--- src/rtl/psd_pkg.sv ---
// ----------------------------------------------------------------------------
// psd_pkg - shared constants and types of the point/segment distance unit
// Widths, pipeline stage numbers and the item structures used by all files.
// ----------------------------------------------------------------------------
package psd_pkg;

	localparam int CW      = 32;             // coordinate width
	localparam int W_W     = CW + 1;         // base minus point
	localparam int E_W     = CW + 2;         // far end minus point
	localparam int IN_W    = 9 * CW;
	localparam int OUT_W   = 4 * CW;
	localparam int USER_W  = 3;

	localparam int MUL_W   = 2 * CW + 4;     // multiplier operand, signed
	localparam int PROD_W  = 2 * MUL_W;
	localparam int MUL_CH  = 24;             // partial product slice
	localparam int MUL_N   = (MUL_W + MUL_CH - 1) / MUL_CH;
	localparam int MUL_LAT = 5;

	localparam int SQ_W    = 2 * CW + 6;     // squared lengths, radicand
	localparam int ROOT_W  = SQ_W / 2;
	localparam int DEN_W   = 2 * CW + 1;
	localparam int QUO_W   = 2 * CW + 4;
	localparam int NUM_W   = DEN_W + 1 + QUO_W;
	localparam int NV_W    = QUO_W + 1;

	localparam int ST_IN   = 1;
	localparam int ST_M1   = ST_IN + MUL_LAT;
	localparam int ST_SUM  = ST_M1 + 1;
	localparam int ST_M2   = ST_SUM + MUL_LAT;
	localparam int ST_NUM  = ST_M2 + 1;
	localparam int ST_DIV  = ST_NUM + 1;
	localparam int ST_QUO  = ST_DIV + QUO_W;
	localparam int ST_SEL  = ST_QUO + 1;
	localparam int ST_ROOT = ST_SEL + ROOT_W;
	localparam int ST_OUT  = ST_ROOT + 1;

	typedef enum logic [1:0] {
		REG_PERP = 2'd0,
		REG_FAR  = 2'd1,
		REG_BASE = 2'd2,
		REG_ZERO = 2'd3
	} region_t;

	typedef struct packed {
		logic [2:0][W_W-1:0] w;
		logic [2:0][CW-1:0]  a;
		logic [2:0][E_W-1:0] e;
	} geo_t;

	typedef struct packed {
		logic [SQ_W-1:0] d1;
		logic [SQ_W-1:0] d2;
		logic [SQ_W-1:0] d3;
	} sq_t;

	typedef struct packed {
		logic                sat;
		region_t             region;
		logic [2:0][CW-1:0]  near;
		logic [CW-1:0]       distance;
	} res_t;

endpackage

--- src/rtl/psd_sqrt.sv ---
// ----------------------------------------------------------------------------
// psd_sqrt - pipelined integer square root, rounded down
// Two radicand bits and one root bit per stage.
// ----------------------------------------------------------------------------
module psd_sqrt (
	input  logic                        clk,
	input  logic                        en,
	input  logic [psd_pkg::SQ_W-1:0]    rad,
	output logic [psd_pkg::ROOT_W-1:0]  root
);
	localparam int RN = psd_pkg::ROOT_W;
	localparam int RW = RN + 2;
	localparam int SW = psd_pkg::SQ_W;

	logic [RW-1:0] rem_s  [0:RN-1];
	logic [SW-1:0] low_s  [0:RN-1];
	logic [RN-1:0] root_s [0:RN];

	assign rem_s[0]  = '0;
	assign low_s[0]  = rad;
	assign root_s[0] = '0;

	for (genvar k = 1; k <= RN; k++) begin : g_stage
		logic [RW-1:0] cur_c, trial_c;
		logic          take_c;

		always_comb begin
			cur_c   = {rem_s[k-1][RW-3:0], low_s[k-1][SW-1:SW-2]};
			trial_c = {root_s[k-1], 2'b01};
			take_c  = cur_c >= trial_c;
		end

		always_ff @(posedge clk) begin
			if (en) root_s[k] <= {root_s[k-1][RN-2:0], take_c};
		end

		if (k < RN) begin : g_fwd
			always_ff @(posedge clk) begin
				if (en) begin
					rem_s[k] <= take_c ? cur_c - trial_c : cur_c;
					low_s[k] <= low_s[k-1] << 2;
				end
			end
		end
	end

	assign root = root_s[RN];
endmodule

--- config.mk ---
export PLATFORM = sky130hd
export DESIGN_NAME = psd_sqrt
export DESIGN_NICKNAME = d
export VERILOG_FILES = /design/src/rtl/psd_pkg.sv /design/src/rtl/psd_sqrt.sv
export SDC_FILE = /design/constraint.sdc
export NUM_CORES = 2
export LEC_CHECK = 0
export BUFFER_PORTS_ARGS = -buffer_cell sky130_fd_sc_hd__buf_2
export CAP_MARGIN = 20
export CORE_MARGIN = 2
export CORE_UTILIZATION = 27
export CTS_BUF_LIST = sky130_fd_sc_hd__clkbuf_2
export DETAILED_ROUTE_END_ITERATION = 16
export HOLD_SLACK_MARGIN = 0.08
export PLACE_DENSITY_LB_ADDON = 0.15
export SYNTH_ARGS = -nofsm -noshare
export SYNTH_HDL_FRONTEND = slang
export SYNTH_SLANG_ARGS = --single-unit
--- constraint.sdc ---
create_clock -name clk -period 4.93 [get_ports clk]
set_input_delay 0.986 -clock clk [delete_from_list [all_inputs] [get_ports clk]]
set_output_delay 0.986 -clock clk [all_outputs]
set_load 0.1 [all_outputs]
# Word level (Yosys, flattened, before mapping)
# Cells that the tools add are included.
dict set report op_classes {
  add_sub_neg 34
  mul 0
  div_mod_pow 0
  order_cmp 35
  eq_ne 0
  shift 0
  muxes 34
  n_bitwise 0
  reduce_logical 0
}
# cell n
set op_table {}
lappend op_table {{$mux 35} 33}
lappend op_table {{$ge 37x10->1} 1}
lappend op_table {{$ge 37x11->1} 1}
lappend op_table {{$ge 37x12->1} 1}
lappend op_table {{$ge 37x13->1} 1}
lappend op_table {{$ge 37x14->1} 1}
lappend op_table {{$ge 37x15->1} 1}
lappend op_table {{$ge 37x16->1} 1}
lappend op_table {{$ge 37x17->1} 1}
lappend op_table {{$ge 37x18->1} 1}
lappend op_table {{$ge 37x19->1} 1}
lappend op_table {{$ge 37x20->1} 1}
lappend op_table {{$ge 37x21->1} 1}
lappend op_table {{$ge 37x22->1} 1}
lappend op_table {{$ge 37x23->1} 1}
lappend op_table {{$ge 37x24->1} 1}
lappend op_table {{$ge 37x25->1} 1}
lappend op_table {{$ge 37x26->1} 1}
lappend op_table {{$ge 37x27->1} 1}
lappend op_table {{$ge 37x28->1} 1}
lappend op_table {{$ge 37x29->1} 1}
lappend op_table {{$ge 37x3->1} 1}
lappend op_table {{$ge 37x30->1} 1}
lappend op_table {{$ge 37x31->1} 1}
lappend op_table {{47 further kinds} 47}
dict set report totals {
  reg_bits 2978
  latch_bits 0
  ramBits 0
  mem_bits_ro 0
  input_bits 72
  out_inout_bits 35
  wordCells 207
  mem_count 0
}

# Logic depth before layout (Yosys ltp)
dict set report depth {
  depth_word 2
  depth_mapped 15
}

# Worst setup path after synthesis
# Ideal clock, no wire load.
dict set report synth_timing {
  path_type {register to register}
  from {register rem_s (netlist bit g_stage[32].cur_c[7])}
  to {register rem_s (netlist bit g_stage[33].cur_c[28]) (data pin)}
  t_arrival_ns 3.284
  path_slack_ns 1.378
  path_stages_with_launch 13
  path_buffers 2
  path_cell_list {edfxtp_1 ha_1 and4_1 and2_0 a221o_1 a211oi_1 o21a_1 o21ai_1 a2bb2oi_1 nor4b_1 clkbuf_1 clkbuf_1 o21ai_0}
}
dict set report synth_between {
  elab_chain_len 2
  word_cells_on_any_way 3
}
# item line_no
set synth_lines {}
lappend synth_lines {{start: declaration} psd_sqrt.sv:15} ;# logic [RW-1:0] rem_s [0:RN-1];
lappend synth_lines {{start signal: indexed assignment} psd_sqrt.sv:40} ;# rem_s[k] <= take_c ? cur_c - trial_c : cur_c;
lappend synth_lines {{$sub 35x33->35 / $ge 37x33->1 (equally long branches)} {psd_sqrt.sv:40, psd_sqrt.sv:30}}
lappend synth_lines {{$mux 35 (*)} psd_sqrt.sv:40}
# Mark *: on every way between the ends. The rest lies on a longest branch, timed or not.
# A chain may end at the register's enable or synchronous reset.

# Final worst setup path
dict set report layout_timing {
  from {register rem_s (netlist bit g_stage[34].cur_c[10])}
  to {register rem_s (netlist bit g_stage[35].cur_c[14]) (data pin)}
}
dict set report layout_between {
  elab_chain_len 2
  word_cells_on_any_way 3
}
# item line_no
set layout_lines {}
lappend layout_lines {{$sub 35x35->35 / $ge 37x35->1 (equally long branches)} {psd_sqrt.sv:40, psd_sqrt.sv:30}}
lappend layout_lines {{$mux 35 (*)} psd_sqrt.sv:40}
# Marked as above.

==> out/metrics.csv <==
stage,metric,value,unit
layout,share of cells above drive strength 1,13.46,%
power_and_ir_drop,switching pwr,23.07,mW
die,Die Ht,716.4,µm
synthesis,synthesis warning total,0,
synthesis,Post-Synth Simple-Gate Area,9.664,%
drt,wire length on met1,144.7,mm
die,Core Rows,261,
synthesis,Post-Synth Adder-Cell Area,6.090,%
layout,"commonest non-fill, non-tap cell in the layout",edfxtp_1,
setup_path,reg2reg path depth,11,
clock_tree,Clock Sinks,2957,
timing,Slew @ Worst Pin,1.219,ns
setup_path,"Req. time, crit path",6.71,ns
die,io pins,107,
die,Die Wd,716.4,µm
drt,WL final,332.4,mm
die,Core ar.,505500,µm²
job,max cap viols,0,
setup_path,RR Endpoint,g_stage[35].cur_c[14]$_DFFE_PP_,
clock_tree,Inserted Clock Buffers,832,
layout,FF/Latch Area,88800,µm²
timing,final period utilization,90.66,%
global_route,first-pass GRT wire length,514.5,mm
power_and_ir_drop,peak supply drop,0.2313,mV
timing,endpoints failing setup,0,
drt,vias per cell,4.547,
synthesis,mux share of post-synthesis cell area,0.6538,%
timing,Max Slew Vio Count,0,
power_and_ir_drop,Pint,45.85,mW
clock_tree,Worst-path clk slew,0.10,ns
power_and_ir_drop,Leakage Power,60.37,nW
worst_hold_path,Hold EP,low_s[1240]$_DFFE_PP_,
global_route,GRT Overall Usage,12.63,%
die,die area,513200,µm²
timing,Fmax,223.7,MHz
setup_path,CP startpoint kind,flop,
synthesis,sequential element share of the synthesized area,64.80,%
synthesis,Synth Cell Area,137000,µm²
worst_hold_path,Hold WC Path Type,flop to flop,
synthesis,Synth Flop Type,edfxtp_1,
layout,fillers,51000,
clock_tree,Bufs on Longest Clock Path,4,
clock_tree,clk_lat worst skew,2.21,ns
power_and_ir_drop,pwr dens,439.2,nW/µm²
power_and_ir_drop,Clk pwr share,26.4,%
synthesis,XOR/XNOR Fraction of Synth Area,6.091,%
timing,Rel. slew slack,18.76,%
layout,final net count,12430,
global_route,largest net degree at the start of global routing,147,
clock_tree,PostCTS Resize Cnt,0,
timing,"Min Clock Period, post-route",4.470,ns
setup_path,critical path class,flop to flop,
setup_path,worst r2r src,g_stage[34].cur_c[10]$_DFFE_PP_,
clock_tree,clk root buf,clkbuf_2,
synthesis,Mapped Cells,10570,
power_and_ir_drop,sw frac,33.48,%
timing,RSZ-0062 raised after global routing,false,
synthesis,syn_area_per_cell,12.96,µm²
synthesis,Mapped Nets,11310,
drt,met3 routed WL,15.51,mm
drt,DR iter-0 viols,5699,
layout,non-filler instance count after layout,19060,
clock_tree,TritonCTS clock tree,done,
layout,most frequent cells in the layout,"edfxtp_1, clkbuf_2, inv_1",
die,Starting Density,27.11,%
placed_design,Placer Congestion,0.8401,
clock_tree,post-CTS setup buffers,0,
setup_path,CP Data Arrival Time,6.25,ns
power_and_ir_drop,Design Power,68.92,mW
global_route,initial antenna violation count,7,
timing,skew final,0.1844,ns
placed_design,Post-Place Setup Slack,0.3925,ns
drt,"antenna viol nets, final",0,
setup_path,Critical Path Fanout Max,54,
setup_path,flop2flop setup slack,0.46,ns
timing,setup TNS,0,ns
drt,top routing layer used,met5,
drt,Met2 Wirelength,161.8,mm
timing,final setup margin,0.4604,ns
drt,residual DRC count,0,
synthesis,Synth Area in Compound Gates,9.821,%
synthesis,asr flop ratio synth,0,%
synthesis,largest family of logic cells by synthesized area,compound AO/OA/AOI/OAI gates,
clock_tree,H-tree levels,6,
placed_design,hpwl dp,234.3,mm
layout,Layout area overhead,14.53,%
drt,Vias,86650,
synthesis,#FFs+latches synth,2957,
worst_hold_path,Min-Delay Path Depth,0,
synthesis,Post-synth EDFFs,2957,
worst_hold_path,Hold Startpoint,low_s[1308]$_DFFE_PP_,
global_route,number of global-route vias before repair,89340,
setup_path,Crit. End Element,flop,
placed_design,# port buffers,106,
synthesis,Netlist cell types,92,
status,status,"complete, no violations",
drt,drt first pass iters,5,
layout,area of the multi-input gates,44380,µm²
placed_design,DP Cell Count,17320,
global_route,grt ovf,0,
power_and_ir_drop,logic gate share of total power,23.8,%
power_and_ir_drop,Seq pwr share,49.9,%
timing,Final Hold Viols,0,
drt,routed len/inst,17.44,µm
==> layer usage <==
metal | track usage, % | vias up
li1 | - | 41980
met1 | 15.69 | 41830
met2 | 21.80 | 2068
met3 | 2.462 | 743
met4 | 4.443 | 22
met5 | 0 | -
==> power groups by stage <==
stage	logic, mW	clock network, mW	registers (mW)
finish	16.4	18.2	34.4
global route	18.4	20.8	34.8
CTS	16.5	19.6	34.5
detailed placement	16.2	0	35.0
global placement	16.1	0	35.1
floorplan	11.8	0	33.8
==> how the worst max path moves through the flow <==
stage,from,endpoint,cells past startpoint
floorplan,g_stage[32].cur_c[7]$_DFFE_PP_,g_stage[33].cur_c[28]$_DFFE_PP_,12
global route,g_stage[34].cur_c[10]$_DFFE_PP_,g_stage[35].cur_c[9]$_DFFE_PP_,11
CTS,root[19]$_DFFE_PP_,root[19],1
finish,g_stage[34].cur_c[10]$_DFFE_PP_,g_stage[35].cur_c[14]$_DFFE_PP_,11
global placement,g_stage[34].cur_c[10]$_DFFE_PP_,g_stage[35].cur_c[13]$_DFFE_PP_,11
detailed placement,g_stage[34].cur_c[10]$_DFFE_PP_,g_stage[35].cur_c[14]$_DFFE_PP_,11
==> timing repair <==
action / in CTS / in global routing
hold buffers: 248 / 0
hold endpoints to repair: 3028 / 0
endpoints found under the setup margin: 0 / 0
==> stage by stage <==
step                hold WS, ns  instance area [µm²]  util (%)
detailed placement       0.4045               146800     29.03
global route             0.2375               156900     31.04
global placement         0.4003               146800     29.03
floorplan                0.4003               137000         -
finish                   0.3164               156900     31.05
CTS                     0.08088               156900     31.04
==> registers in the layout, indices dropped and copies added, names as in the netlist <==
register / cells
root: 35
g_stage.trial_c: 595
low_s: 1122
g_stage.cur_c: 1205
==> cells by family (layout without fill, tap and decap cells) <==
| family | count (synthesis) | after routing |
|---|---|---|
| compound gates | 2174 | 2174 |
| flops | 2957 | 2957 |
| fa+ha+maj | 667 | 667 |
| other cells | 1 | 10 |
| simple gates | 2695 | 2695 |
| buf+inv | 1043 | 2814 |
| mux | 81 | 81 |
| xor+xnor | 953 | 953 |
==> layout make-up <==
| type | count | share of cell area, % |
|---|---|---|
| Antenna cell | 9 | 0.01435 |
| Clock buffer | 1160 | 3.699 |
| Clock inverter | 321 | 1.169 |
| Inverter | 844 | 2.019 |
| Multi-Input combinational cell | 6571 | 28.28 |
| Sequential cell | 2957 | 56.58 |
| Tap cell | 6706 | 5.346 |
| Timing Repair Buffer | 489 | 2.894 |
==> synth_stat cells (14+ instances only) <==
cell       number  area share (%)
o21bai_1       54            0.30
o31a_1         17            0.11
o21ai_0       653             2.4
nor4b_1        14           0.089
a2111oi_0      14           0.089
a21boi_0       28            0.15
nand4b_1       22            0.14
a211o_1        21            0.13
or2_2          28            0.13
a31oi_1        51            0.23
nand2b_1      134            0.61
a21oi_1       597             2.2
o211ai_1       29            0.16
and4_1         15           0.096
mux2_2         68            0.56
o31ai_1        74            0.41
a31o_2         14           0.089
nand2_1       815             2.2
xnor2_1       494             3.2
xor2_1        459             2.9
nand3_1       166            0.61
o21a_1        103            0.56
a221oi_1       15           0.096
clkbuf_1      177            0.48
or4_1          63            0.35
nor2b_1       103            0.47
a211oi_1       58            0.32
nand4_1       115            0.53
nor4_1        142            0.65
or3_1          91            0.42
and3_1         69            0.32
nand3b_1       28            0.15
nor3_1        228            0.83
ha_1          667             6.1
nor2_1        583             1.6
a21o_1        300             1.6
inv_1         838             2.3
nor3b_1        18           0.099
edfxtp_1     2957              65
and2_1         32            0.15
==> critical path, cell delays in order, from the launching register on <==
cell,delay [ns]
edfxtp_1,0.42
ha_1,0.37
and3_1,0.25
a221oi_1,0.44
o221ai_1,0.39
a2111o_1,0.57
nand3_1,0.13
a21oi_1,0.17
a311oi_1,0.59
o21ai_4,0.13
buf_4,0.35
mux2_2,0.37
Note: power is estimated with default switching activity, not from simulation.
